--- src/hdl/rdcm_pkg.sv ---
// Package of the radial distortion coordinate map: widths, register indexes,
// the configuration record and the number of pipeline stages. No dependencies.
`default_nettype none

package rdcm_pkg;

  localparam int COORD_BITS = 12;
  localparam int FRAC_BITS  = 4;

  localparam int IN_W   = 12;
  localparam int CTR_W  = 16;
  localparam int COEF_W = 20;
  localparam int RCP_W  = 32;
  localparam int HALF_W = RCP_W / 2;
  localparam int OUT_W  = 20;
  localparam int Q_SH   = 16;

  localparam int POS_W  = COORD_BITS + FRAC_BITS;
  localparam int OFF_W  = ((POS_W > CTR_W) ? POS_W : CTR_W) + 1;
  localparam int SQ_W   = 2 * OFF_W - 1;
  localparam int S_W    = SQ_W + 1;
  localparam int PH_W   = S_W + HALF_W;
  localparam int RSH    = 8 + 2 * FRAC_BITS;
  localparam int R2_W   = 18;
  localparam int R4F_W  = 2 * R2_W;
  localparam int R4_W   = R4F_W - Q_SH;
  localparam int T1_W   = COEF_W + R2_W + 1;
  localparam int T2_W   = COEF_W + R4_W + 1;
  localparam int T2S_W  = T2_W - Q_SH;
  localparam int P_W    = T2S_W + 1;
  localparam int PR_W   = OFF_W + P_W;
  localparam int V_W    = PR_W - Q_SH + 1;

  localparam int IDX_W  = 3;
  localparam int DATA_W = 32;

  localparam int RAD_STG  = 4;
  localparam int AXIS_STG = 5;
  localparam int NSTG     = RAD_STG + AXIS_STG;

  localparam logic signed [COEF_W-1:0] K0_RESET = COEF_W'(65536);

  typedef enum logic [IDX_W-1:0] {
    REG_CENTER_X     = 3'd0,
    REG_CENTER_Y     = 3'd1,
    REG_COEF_ZERO    = 3'd2,
    REG_COEF_R2      = 3'd3,
    REG_COEF_R4      = 3'd4,
    REG_RECIP_NORM_X = 3'd5,
    REG_RECIP_NORM_Y = 3'd6
  } reg_idx_t;

  typedef struct packed {
    logic [CTR_W-1:0]         center_x;
    logic [CTR_W-1:0]         center_y;
    logic signed [COEF_W-1:0] coef_zero;
    logic signed [COEF_W-1:0] coef_r2;
    logic signed [COEF_W-1:0] coef_r4;
    logic [RCP_W-1:0]         recip_norm_x;
    logic [RCP_W-1:0]         recip_norm_y;
  } cfg_t;

endpackage

`default_nettype wire

--- src/hdl/rdcm_axis.sv ---
// One axis of the map: polynomial factor from the normalized squared radius,
// scaling of the offset, recentering and saturation in five stages.
// Depends on rdcm_pkg.
`default_nettype none

module rdcm_axis (
  input  wire logic                                clk,
  input  wire logic                                en,
  input  wire logic [rdcm_pkg::CTR_W-1:0]          center,
  input  wire logic signed [rdcm_pkg::COEF_W-1:0]  coef_zero,
  input  wire logic signed [rdcm_pkg::COEF_W-1:0]  coef_r2,
  input  wire logic signed [rdcm_pkg::COEF_W-1:0]  coef_r4,
  input  wire logic signed [rdcm_pkg::OFF_W-1:0]   off,
  input  wire logic [rdcm_pkg::R2_W-1:0]           r2,
  output logic signed [rdcm_pkg::OUT_W-1:0]        coord,
  output logic                                     clip
);
  import rdcm_pkg::*;

  localparam logic signed [OUT_W-1:0] OUT_MAX = {1'b0, {(OUT_W-1){1'b1}}};
  localparam logic signed [OUT_W-1:0] OUT_MIN = {1'b1, {(OUT_W-1){1'b0}}};

  logic [R4F_W-1:0]        r4f_r, r4f_nxt;
  logic signed [T1_W-1:0]  t1_r, t1_nxt;
  logic signed [T1_W-Q_SH-1:0] t1s_r;
  logic signed [T2_W-1:0]  t2_r, t2_nxt;
  logic signed [P_W-1:0]   p_r, p_nxt;
  logic signed [PR_W-1:0]  prod_r, prod_nxt;
  logic signed [OFF_W-1:0] off5_r, off6_r, off7_r;
  logic signed [V_W-1:0]   v;
  logic signed [OUT_W-1:0] coord_r, coord_nxt;
  logic                    clip_r, clip_nxt;

  always_comb begin
    r4f_nxt = R4F_W'(r2) * R4F_W'(r2);
    t1_nxt  = T1_W'(coef_r2) * T1_W'($signed({1'b0, r2}));
  end

  assign t2_nxt = T2_W'(coef_r4) * T2_W'($signed({1'b0, r4f_r[R4F_W-1:Q_SH]}));

  always_comb begin
    p_nxt = P_W'(coef_zero) + P_W'(t1s_r) + P_W'($signed(t2_r[T2_W-1:Q_SH]));
  end

  assign prod_nxt = PR_W'(off7_r) * PR_W'(p_r);

  always_comb begin
    v = $signed(V_W'(center)) + V_W'($signed(prod_r[PR_W-1:Q_SH]));
    coord_nxt = v[OUT_W-1:0];
    clip_nxt  = 1'b0;
    if (v[V_W-1:OUT_W-1] != {(V_W-OUT_W+1){v[V_W-1]}}) begin
      clip_nxt  = 1'b1;
      coord_nxt = v[V_W-1] ? OUT_MIN : OUT_MAX;
    end
  end

  always_ff @(posedge clk) begin
    if (en) begin
      r4f_r   <= r4f_nxt;
      t1_r    <= t1_nxt;
      off5_r  <= off;
      t2_r    <= t2_nxt;
      t1s_r   <= t1_r[T1_W-1:Q_SH];
      off6_r  <= off5_r;
      p_r     <= p_nxt;
      off7_r  <= off6_r;
      prod_r  <= prod_nxt;
      coord_r <= coord_nxt;
      clip_r  <= clip_nxt;
    end
  end

  assign coord = coord_r;
  assign clip  = clip_r;

endmodule

`default_nettype wire

--- config.mk ---
export PLATFORM = sky130hd
export DESIGN_NAME = rdcm_axis
export DESIGN_NICKNAME = d
export VERILOG_FILES = /design/src/hdl/rdcm_pkg.sv /design/src/hdl/rdcm_axis.sv
export SDC_FILE = /design/constraint.sdc
export NUM_CORES = 2
export LEC_CHECK = 0
export ABC_CLOCK_PERIOD_IN_PS = 9870
export BUFFER_PORTS_ARGS = -buffer_cell sky130_fd_sc_hd__clkbuf_2
export CORE_MARGIN = 5
export CORE_UTILIZATION = 60
export CTS_CLUSTER_DIAMETER = 200
export DETAILED_ROUTE_END_ITERATION = 10
export PLACE_DENSITY = 0.77
export RECOVER_POWER = 50
export SKIP_CTS_REPAIR_TIMING = 1
export SYNTH_ARGS = -nofsm -noshare
export SYNTH_HDL_FRONTEND = slang
export SYNTH_SLANG_ARGS = --single-unit
export TNS_END_PERCENT = 50
--- constraint.sdc ---
create_clock -name clk -period 9.87 [get_ports clk]
set_input_delay 1.974 -clock clk [delete_from_list [all_inputs] [get_ports clk]]
set_output_delay 1.974 -clock clk [all_outputs]
set_load 0.05 [all_outputs]
==> results.toml <==
[outcome]
status = "finished, violations left"
failed_checks = "max-capacitance violations, max-slew violations"

[clock_tree]
cts-root-buf = "clkbuf_16"
path_clk_slew_ns = 0.08
cts-htree-levels = 1
cts_made_buffers = 26
clock_sinks = 216
clk_latency_ns = 0.59
max-clock-path-buffers = 3
cts_tree = "built"

[floorplanning]
rows = 115
die_y_um = 323
fp.coreArea_mm2 = 0.0980
die_w_um = 323
floorplan.io_pins = 134
die_area_mm2 = 0.105
start_util_pct = 60.1

[placement]
place_ws_ns = 0.688
place.gp.congestion = 0.919
dp_hpwl_mm = 111
portBuffers = 133
placed_cell_area_mm2 = 0.0607

[synthesis]
synth_edf_count = 216
ys_seq_area_share_pct = 11.0
ys_warn_count = 0
avgSynthCellArea_um2 = 9.61
synthXorXnorAreaFrac_pct = 2.17
yosysTopAreaCell = "fa_1"
synth_top_family_by_area = "adder cells"
synth.mux.area_fraction_pct = 0.384
synth-simple-area-share_pct = 13.5
syn-cell-area_mm2 = 0.0589
synth-compound-area-share_pct = 3.81
synthAdderAreaFrac_pct = 57.1
synthCells = 6135
ys_seq_elements = 216
ys_types = 70
synth_top_cell_area_share_pct = 46.1
synth_fp_nets = 8124
synthTopCellsByArea = "fa_1 46%, ha_1 11%, edfxtp_1 11%"
synth_flop_cell = "edfxtp_1"
postSynth.asyncResetShare_pct = 0

[cells_and_area]
n_fill_cell = 7977
layout_common_cells = "1,645 x inv_1, 1,356 x fa_1, 772 x nand2_1"
mostFrequentLayoutCell = "inv_1"
design_area_mm2 = 0.0615
areaGrowthSynthToFinish_pct = 4.41
drive_above_1_share_pct = 3.95
layout.nets = 8102

[detailed_routing]
via_per_inst = 5.45
wl_mm = 136
drtIter0Drc = 2443
drc_errors = 0
ant_nets = 0
vias = 40500
post_drt_wl_per_cell_um = 18.3
dr.pass1.iters = 5

[grt]
grt_max_degree = 97
grt-ovfl-total = 0
track_usage_pct = 27.0
grt_pass1_vias = 44800
grt_pass1_wl_mm = 225
antenna_found_initial = 11

[sta]
whs_ns = 0.383
report.final.hold_viol_count = 0
grt_setup_unrepaired = "no"
tightest_slew_ns = 5.38
finalClockSkew_ns = 0.0487
fin_ws_ns = 1.24
max_freq_mhz = 116
slew_viol_final = 156
period_minus_slack_ns = 8.63
setup_violations = 0
tns_ns = 0
post-route-period-util_pct = 87.4
relSlewSlack_pct = -259

[critical_path]
cp_max_fo = 20
end_kind = "flip-flop"
startpoint_type = "primary input"
required_ns = 10.18
arrival_ns = 8.94
worst-setup-path-type = "primary input to flip-flop"

[run]
max_cap_viol_count = 2

[min_path]
hold_class = "flip-flop to flip-flop"
==> through the flow <==
| stage | utilization [%] | std cells |
|---|---|---|
| detailed placement | 62.0 | 7372 |
| floorplan | - | 6135 |
| global route | 62.8 | 7419 |
| CTS | 62.8 | 7418 |
| global placement | 62.0 | 7372 |
| finish | 62.8 | 7423 |
==> routing by layer <==
metal  GRT usage (%)  wire, µm
met5               0        43
met2            48.0     68900
met4            9.06      5210
met3            4.07     10400
met1            34.1     51200
==> Yosys cell counts, drive strengths merged, types with 7 or more instances <==
master  number
inv       1646
fa        1356
nand2      773
and2       575
ha         520
clkbuf     241
edfxtp     216
nor2       133
a21oi      112
xnor2       99
o21ai       73
xor2        47
a21o        37
nand2b      31
nor3        25
o21a        25
nand3       21
nor2b       19
mux2i       17
a211oi      15
nand4       14
o21bai      13
or2         10
and3         8
o31ai        8
or3          8
a31oi        7
nor4         7
==> layout make-up <==
type / instances / area, µm² / area share, %
multi-input combinational: 4027 / 45300 / 73.7
antenna: 5 / 12.5 / 0.0203
clock buffer: 32 / 673 / 1.09
inverter: 1647 / 6180 / 10.0
tap: 1287 / 1610 / 2.62
timing repair buffer: 195 / 1110 / 1.81
clock inverter: 14 / 123 / 0.199
sequential: 216 / 6490 / 10.5
==> flip-flops by register name (all words and copies together), names as in the netlist <==
name	count
prod_r	27
p_r	26
t2_r	25
t1_r	23
t1s_r	23
coord	20
r4f_r	20
off5_r	17
off6_r	17
off7_r	17
clip	1
==> kinds of logic after synthesis <==
logic type,after synthesis
adders and majority gates,1876
muxes,21
DFF,216
xor gates and xnor gates,146
AOI/OAI and AO/OA,350
and+or+nand+nor,1634
buffers and inverters,1892
==> path summary, 6_finish.rpt <==
kind	start	to	slack, ns	cells after the start
setup / recovery	coef_r4[2]	t2_r[37]	1.24	27
hold / removal	off6_r[14]	off7_r[14]	0.38	0
setup reg to reg	off7_r[3]	prod_r[41]	1.62	24
hold reg to reg	off6_r[14]	off7_r[14]	0.38	0
==> worst max-delay path, cell delays in order <==
cell	delay, ns
clkbuf_2	0.22
and2_1	0.25
fa_1	0.50
fa_1	0.52
inv_1	0.05
fa_1	0.48
inv_1	0.05
fa_1	0.49
inv_1	0.05
fa_1	0.52
inv_1	0.05
fa_1	0.47
inv_1	0.05
fa_1	0.47
inv_1	0.05
ha_1	0.18
a21o_1	0.18
a211o_1	0.31
nor4_1	0.22
buf_4	0.17
a21oi_1	0.14
a31o_2	0.30
a221oi_1	0.52
o211ai_1	0.23
a21oi_1	0.26
o21bai_1	0.10
xor2_1	0.14
Power is not shown: default switching activity piles up to over one toggle a cycle in this logic, so the estimate is an artifact.
