===== config.mk =====
export PLATFORM = sky130hd
export DESIGN_NAME = rdcm_cfg_regs_flat
export DESIGN_NICKNAME = d
export VERILOG_FILES = /design/src/hdl/rdcm_pkg.sv /design/src/hdl/rdcm_ifs.sv /design/src/hdl/rdcm_cfg_regs.sv /design/src/flat_wrapper.sv
export SDC_FILE = /design/constraint.sdc
export NUM_CORES = 1
export LEC_CHECK = 0
export BUFFER_PORTS_ARGS = -buffer_cell sky130_fd_sc_hd__buf_2
export CAP_MARGIN = 20
export CORE_MARGIN = 4
export CORE_UTILIZATION = 53
export CTS_CLUSTER_SIZE = 16
export DETAILED_ROUTE_END_ITERATION = 10
export PLACE_DENSITY = 0.84
export SYNTH_ARGS = -nofsm -noshare
export SYNTH_HDL_FRONTEND = slang
export SYNTH_SLANG_ARGS = --single-unit

===== constraint.sdc =====
create_clock -name clk -period 2.35 [get_ports clk]
set_clock_uncertainty 0.1 [all_clocks]
set_input_delay 0.235 -clock clk [delete_from_list [all_inputs] [get_ports clk]]
set_output_delay 0.235 -clock clk [all_outputs]
set_load 0.05 [all_outputs]

===== src/hdl/rdcm_pkg.sv =====
// Package of the radial distortion coordinate map: widths, register indexes,
// the configuration record and the number of pipeline stages. No dependencies.
`default_nettype none

package rdcm_pkg;

  localparam int COORD_BITS = 12;
  localparam int FRAC_BITS  = 4;

  localparam int IN_W   = 12;
  localparam int CTR_W  = 16;
  localparam int COEF_W = 20;
  localparam int RCP_W  = 32;
  localparam int HALF_W = RCP_W / 2;
  localparam int OUT_W  = 20;
  localparam int Q_SH   = 16;

  localparam int POS_W  = COORD_BITS + FRAC_BITS;
  localparam int OFF_W  = ((POS_W > CTR_W) ? POS_W : CTR_W) + 1;
  localparam int SQ_W   = 2 * OFF_W - 1;
  localparam int S_W    = SQ_W + 1;
  localparam int PH_W   = S_W + HALF_W;
  localparam int RSH    = 8 + 2 * FRAC_BITS;
  localparam int R2_W   = 18;
  localparam int R4F_W  = 2 * R2_W;
  localparam int R4_W   = R4F_W - Q_SH;
  localparam int T1_W   = COEF_W + R2_W + 1;
  localparam int T2_W   = COEF_W + R4_W + 1;
  localparam int T2S_W  = T2_W - Q_SH;
  localparam int P_W    = T2S_W + 1;
  localparam int PR_W   = OFF_W + P_W;
  localparam int V_W    = PR_W - Q_SH + 1;

  localparam int IDX_W  = 3;
  localparam int DATA_W = 32;

  localparam int RAD_STG  = 4;
  localparam int AXIS_STG = 5;
  localparam int NSTG     = RAD_STG + AXIS_STG;

  localparam logic signed [COEF_W-1:0] K0_RESET = COEF_W'(65536);

  typedef enum logic [IDX_W-1:0] {
    REG_CENTER_X     = 3'd0,
    REG_CENTER_Y     = 3'd1,
    REG_COEF_ZERO    = 3'd2,
    REG_COEF_R2      = 3'd3,
    REG_COEF_R4      = 3'd4,
    REG_RECIP_NORM_X = 3'd5,
    REG_RECIP_NORM_Y = 3'd6
  } reg_idx_t;

  typedef struct packed {
    logic [CTR_W-1:0]         center_x;
    logic [CTR_W-1:0]         center_y;
    logic signed [COEF_W-1:0] coef_zero;
    logic signed [COEF_W-1:0] coef_r2;
    logic signed [COEF_W-1:0] coef_r4;
    logic [RCP_W-1:0]         recip_norm_x;
    logic [RCP_W-1:0]         recip_norm_y;
  } cfg_t;

endpackage

`default_nettype wire


===== src/hdl/rdcm_ifs.sv =====
// Channel interfaces of the radial distortion coordinate map: pixel input,
// source result and configuration write. Depends on rdcm_pkg.
`default_nettype none


interface rdcm_cfg_if;
  logic                         valid;
  logic                         ready;
  logic [rdcm_pkg::IDX_W-1:0]   index;
  logic [rdcm_pkg::DATA_W-1:0]  data;
  modport source (output valid, output index, output data, input ready);
  modport sink (input valid, input index, input data, output ready);
endinterface

`default_nettype wire


===== src/hdl/rdcm_cfg_regs.sv =====
// Configuration register file of the radial distortion coordinate map.
// Depends on rdcm_pkg and rdcm_cfg_if.
`default_nettype none

module rdcm_cfg_regs (
  input  wire logic      clk,
  input  wire logic      rst_n,
  rdcm_cfg_if.sink       cfg_if,
  output rdcm_pkg::cfg_t cfg
);
  import rdcm_pkg::*;

  cfg_t cfg_r;
  cfg_t cfg_nxt;

  assign cfg_if.ready = 1'b1;
  assign cfg = cfg_r;

  always_comb begin
    cfg_nxt = cfg_r;
    if (cfg_if.valid) begin
      unique case (cfg_if.index)
        REG_CENTER_X:     cfg_nxt.center_x     = cfg_if.data[CTR_W-1:0];
        REG_CENTER_Y:     cfg_nxt.center_y     = cfg_if.data[CTR_W-1:0];
        REG_COEF_ZERO:    cfg_nxt.coef_zero    = cfg_if.data[COEF_W-1:0];
        REG_COEF_R2:      cfg_nxt.coef_r2      = cfg_if.data[COEF_W-1:0];
        REG_COEF_R4:      cfg_nxt.coef_r4      = cfg_if.data[COEF_W-1:0];
        REG_RECIP_NORM_X: cfg_nxt.recip_norm_x = cfg_if.data[RCP_W-1:0];
        REG_RECIP_NORM_Y: cfg_nxt.recip_norm_y = cfg_if.data[RCP_W-1:0];
        default:          cfg_nxt = cfg_r;
      endcase
    end
  end

  always_ff @(posedge clk) begin
    if (!rst_n) begin
      cfg_r.center_x     <= '0;
      cfg_r.center_y     <= '0;
      cfg_r.coef_zero    <= K0_RESET;
      cfg_r.coef_r2      <= '0;
      cfg_r.coef_r4      <= '0;
      cfg_r.recip_norm_x <= '0;
      cfg_r.recip_norm_y <= '0;
    end else begin
      cfg_r <= cfg_nxt;
    end
  end

endmodule

`default_nettype wire


===== src/flat_wrapper.sv =====
// flat-port wrapper written by rule: the top's interface ports become plain ports
module rdcm_cfg_regs_flat import rdcm_pkg::*;
  (clk, rst_n, cfg, cfg_if_valid, cfg_if_index, cfg_if_data, cfg_if_ready);
  rdcm_cfg_if cfg_if_i ();
  input  wire logic clk;
  input  wire logic rst_n;
  output rdcm_pkg::cfg_t cfg;
  input wire logic [$bits(cfg_if_i.valid)-1:0] cfg_if_valid;
  input wire logic [$bits(cfg_if_i.index)-1:0] cfg_if_index;
  input wire logic [$bits(cfg_if_i.data)-1:0] cfg_if_data;
  output wire logic [$bits(cfg_if_i.ready)-1:0] cfg_if_ready;
  assign cfg_if_i.valid = cfg_if_valid;
  assign cfg_if_i.index = cfg_if_index;
  assign cfg_if_i.data = cfg_if_data;
  assign cfg_if_ready = cfg_if_i.ready;
  rdcm_cfg_regs u_core (.clk(clk), .rst_n(rst_n), .cfg_if(cfg_if_i), .cfg(cfg));
endmodule

==> results of run 1 <==
==> kinds of logic after synthesis <==
family        count (synthesis)  share of synthesized area
buf+inv                      39                     0.0323
flops                       156                      0.552
mux                         156                      0.276
other cells                   1                   0.000663
simple gates                196                      0.139
==> power breakdown <==
group / internal (µW) / switching, µW / total (µW)
clock network: 1760 / 1070 / 2830
registers: 2700 / 30.4 / 2730
logic: 157 / 409 / 566
total: 4620 / 1510 / 6130
==> synthesized netlist by cell type (all sizes together) <==
cell	n
nand4bb	3
nor2b	2
dfxtp	156
conb	1
mux2i	156
nand4b	3
or4b	1
clkbuf	15
nand2	187
buf	24
==> cell type report <==
cell class	count	area [µm²]	area share
flip-flops and latches	156	3120	0.416
multi-input cells	353	2360	0.314
repair buffers	221	1240	0.165
clock buffers	19	432	0.0574
clock inverters	13	189	0.0251
well taps	136	170	0.0226
==> metrics by stage <==
stage | power [µW] | std cells | util | area (µm²) | hold slack [ns]
after global placement | 3320 | 851 | 0.650 | 6740 | 0.341
final | 6130 | 898 | 0.725 | 7510 | 0.0267
after CTS | 6160 | 898 | 0.725 | 7510 | 0.0120
after detailed placement | 3330 | 851 | 0.650 | 6740 | 0.348
after global routing | 6350 | 898 | 0.725 | 7510 | 0.0175
after floorplan | 3180 | 548 | - | 5660 | 0.295
==> routing by layer <==
metal,part of all wire,wire [µm],vias up,track usage
met5,0,0,-,0
met4,0.031,481,0,0.114
met3,0.068,1050,39,0.0770
met2,0.50,7760,164,0.435
met1,0.40,6100,2221,0.272
li1,-,-,2198,-
==> worst min-delay path by stage <==
stage,start,to,slack [ns],cells after the start
floorplan,cfg_if_data[16],u_core.cfg[120]$_SDFFE_PN1P_,0.30,2
global placement,u_core.cfg[30]$_SDFFE_PN0P_,u_core.cfg[30]$_SDFFE_PN0P_,0.34,2
detailed placement,u_core.cfg[97]$_SDFFE_PN0P_,u_core.cfg[97]$_SDFFE_PN0P_,0.35,2
CTS,cfg_if_index[1],u_core.cfg[19]$_SDFFE_PN0P_,0.01,3
global route,cfg_if_data[17],u_core.cfg[49]$_SDFFE_PN0P_,0.02,3
finish,cfg_if_data[17],u_core.cfg[81]$_SDFFE_PN0P_,0.03,3
==> timing repair <==
item,CTS,global route
endpoints found under the hold margin,32,0
hold buffers,15,0
setup endpoints to repair,0,0
==> results.ini, run 1 <==
[status]
status = completed

[setup_path]
worstPathCellList = buf_2
cp_data_arrival_time_ns = 1.16
timing.rr.start = u_core.cfg[60]$_SDFFE_PN0P_
cpPeakStageDelay_ns = 0.37
r2r-end = u_core.cfg[60]$_SDFFE_PN0P_
critPathCaptureType = output port
crit_start = u_core.cfg[140]$_SDFFE_PN0P_
cp-start-kind = flip-flop
regToRegSetupSlack_ns = 1.54
r2r_cells = 2
required_ns = 2.02
cp_top_family = flip-flops
crit_path_end = cfg[140]
crit_fanout = 2
slowest_stage = dfxtp_1
cp_num_cells = 1
critPathKind = reg2out
critPathBufInv = 1

[pwr]
peakVddDrop_v = 0.000433
p_per_area_nw_per_um2 = 816
p_leak_uw = 0.00437

[die]
die_x_um = 111
die_h_um = 111
num_rows = 37
initial_core_util = 0.545
core_area_um2 = 10400
io_pins = 195
die_area_um2 = 12400

[cells_and_area]
layout_commonest_cell = buf_2
fin_nets = 787
syn_to_final_growth_pct = 32.9
largest_register_ffs = 156
layout_common_cells = 192 x buf_2, 187 x nand2_1, 156 x mux2i_1, 156 x dfxtp_1, 16 x clkbuf_16
num_antenna_cells = 0
drive_above_1_share = 0.314
fillCellCount = 758

[detailed_routing]
drtIter0Drc = 260
drt_pass1_iterations = 4
routedWlPerCell_um = 17.1
viasPerCell = 5.15
drcViolationCount = 0
wirelength_um = 15400
via_count = 4622
postRouteAntennaNets = 0

[timing]
setup_slack_ns = 0.853
setup_viol = 0
period_share = 0.637
rsz0062_at_grt = no
max_freq_ghz = 0.668
tns_ns = 0
hold_violations = 0
slew_viol_final = 0
tightest_slew_ns = 0.588
min_period_ns = 1.50
slew_headroom = 0.608

[clock_tree]
clkSinkCount = 156
cts-root-buf = clkbuf_8
post-cts-setup-buffers = 0
cts_resized = 0
insertion_delay_ns = 0.50
clkTransAtPathRegs_ns = 0.06
cts_buffer_depth = 2
cts_buffers = 17
ctsHtreeMaxLevel = 4
cts_tree = done

[grt]
antenna_found_initial = 0
grt_use_total = 0.247
grt_pass1_vias = 4924
gr-total-overflow = 0
grt_max_degree = 59
grt_first_pass_wirelength_um = 24700

[synth]
synth_top_area_frac = 0.552
ys_seq_area_frac = 0.552
ys_warn_count = 0
synth-seq-cells = 156
yosys.area.top_type = dfxtp_1
synth_area_um2 = 5660
synth_cells = 548
ys_types = 13
avgSynthCellArea_um2 = 10.3
synth_top_cells_by_area = dfxtp_1 55%, mux2i_1 28%, nand2_1 12%, buf_2 1.5%, clkbuf_1 1.0%
synth_nets = 586

[placement]
port_buffers = 193
gp_congestion = 0.765
hpwl_um = 10400
place_ws_ns = 0.773

[min_path]
holdCritPathClass = in2reg

[run]
max_cap_viol_count = 0

Power figures use the tool's default switching activity.
==> inputs of run 2 (changes only) <==
CORE_UTILIZATION = 50   (was 53)
PLACE_DENSITY = 0.8   (was 0.84)
clock period = 1.4 ns   (was 2.35 ns; I/O delays follow)
==> run 2 against run 1 <==
Effect of this change: wire length shrank 1.8%; first-iteration DRC count fell by 20%; clock power increased by 52%; final cell count up 1.2%; flip-flop and latch count is the same; non-clock buffer count grew 7; global-route usage decreased by 1.1 points; register-to-register slack worse by 0.89 ns; total power up 61%; via count is 0.26% higher; core utilization down 3.0 points; critical endpoint is now cfg[98]; largest cell class unchanged.
==> results.ini, run 2 (synthesized netlist as in run 1, its figures left out) <==
[status]
status = completed

[placement]
port_buffers = 193
hpwl_um = 10300
gp_congestion = 0.807
placed_cell_area_um2 = 6900
place_ws_ns = 0.0168

[die]
initial_core_util = 0.517
die_h_um = 114
core_area_um2 = 10900
num_rows = 38
die_area_um2 = 13100
die_x_um = 114
io_pins = 195

[clock_tree]
cts_buffers = 17
cts-root-buf = clkbuf_16
post-cts-setup-buffers = 0
clkTransAtPathRegs_ns = 0.06
clkSinkCount = 156
insertion_delay_ns = 0.42
ctsHtreeMaxLevel = 4
cts_buffer_depth = 2
cts_tree = done

[timing]
hold_violations = 0
max_freq_ghz = 0.768
tns_ns = 0
finalHoldWorstSlack_ns = 0.0457
slew_viol_final = 0
setup_viol = 0
min_period_ns = 1.30
rsz0062_at_grt = no
setup_slack_ns = 0.0983
period_share = 0.930

[cells_and_area]
num_antenna_cells = 0
fin_area_um2 = 7600
layout_commonest_cell = buf_2
layout_common_cells = 192 x buf_2, 187 x nand2_1, 156 x mux2i_1, 156 x dfxtp_1, 17 x clkbuf_16
syn_to_final_growth_pct = 34.4
fin_nets = 794
largest_register_ffs = 156
fin_util = 0.695
drive_above_1_share = 0.316

[setup_path]
cpPeakStageDelay_ns = 0.36
required_ns = 1.16
cp_top_family = flip-flops
crit_start = u_core.cfg[98]$_SDFFE_PN0P_
slowest_stage = dfxtp_1
critPathCaptureType = output port
critPathKind = reg2out
cp_data_arrival_time_ns = 1.06
worstPathCellList = buf_2
timing.rr.start = u_core.cfg[73]$_SDFFE_PN0P_
critPathBufInv = 1
cp-start-kind = flip-flop
crit_fanout = 2

[detailed_routing]
via_count = 4634
wirelength_um = 15100
drt_pass1_iterations = 4
routedWlPerCell_um = 16.6
viasPerCell = 5.10
drtIter0Drc = 208
postRouteAntennaNets = 0
drcViolationCount = 0

[grt]
grt_use_total = 0.236
gr-total-overflow = 0
antenna_found_initial = 0
grt_first_pass_wirelength_um = 24100
grt_max_degree = 56
grt_pass1_vias = 4780

[min_path]
holdCritPathClass = in2reg
worstHoldStart = cfg_if_data[19]

[run]
max_cap_viol_count = 0

[pwr]
p_leak_uw = 0.00441
peakVddDrop_v = 0.000670
p_per_area_nw_per_um2 = 1300

-- run 2: layout make-up --
cell class                      count  area [µm²]
Clock buffer                       22         454
Clock inverter                     10        92.6
Timing Repair Buffer              228        1390
Multi-Input combinational cell    353        2360
Tap cell                          140         175
Fill cell                         831        3340
Sequential cell                   156        3120
-- run 2: final timing paths --
path,endpoint,slack [ns],depth (start not counted)
setup / recovery,cfg[98],0.1,1
hold / removal,u_core.cfg[19]$_SDFFE_PN0P_,0.05,3
setup reg to reg,u_core.cfg[73]$_SDFFE_PN0P_,0.65,2
hold reg to reg,u_core.cfg[97]$_SDFFE_PN0P_,0.36,2
-- run 2: through the flow --
stage / cells / total power, µW
floorplan: 548 / 5330
global placement: 862 / 5610
detailed placement: 862 / 5630
CTS: 909 / 9910
global route: 909 / 10200
finish: 909 / 9860
-- run 2: per-layer routing --
metal | vias to the layer above | wire length, µm | global-route usage
met1 | 2222 | 6170 | 0.281
li1 | 2221 | - | -
met3 | 25 | 1300 | 0.0830
met4 | 0 | 294 | 0.0863
met5 | - | 0 | 0
met2 | 166 | 7340 | 0.394
-- run 2: power breakdown --
part | switching, µW | internal, µW | leakage [µW]
logic | 689 | 293 | 0.00289
registers | 50.5 | 4540 | 0.00126
clock network | 1800 | 2490 | 0.000257
total | 2540 | 7320 | 0.00441
-- run 2: repair_timing --
action                     CTS  global route
setup endpoints to repair    0             0
hold endpoints to repair    36             0
hold buffers                15             0
gates resized for setup      0             0
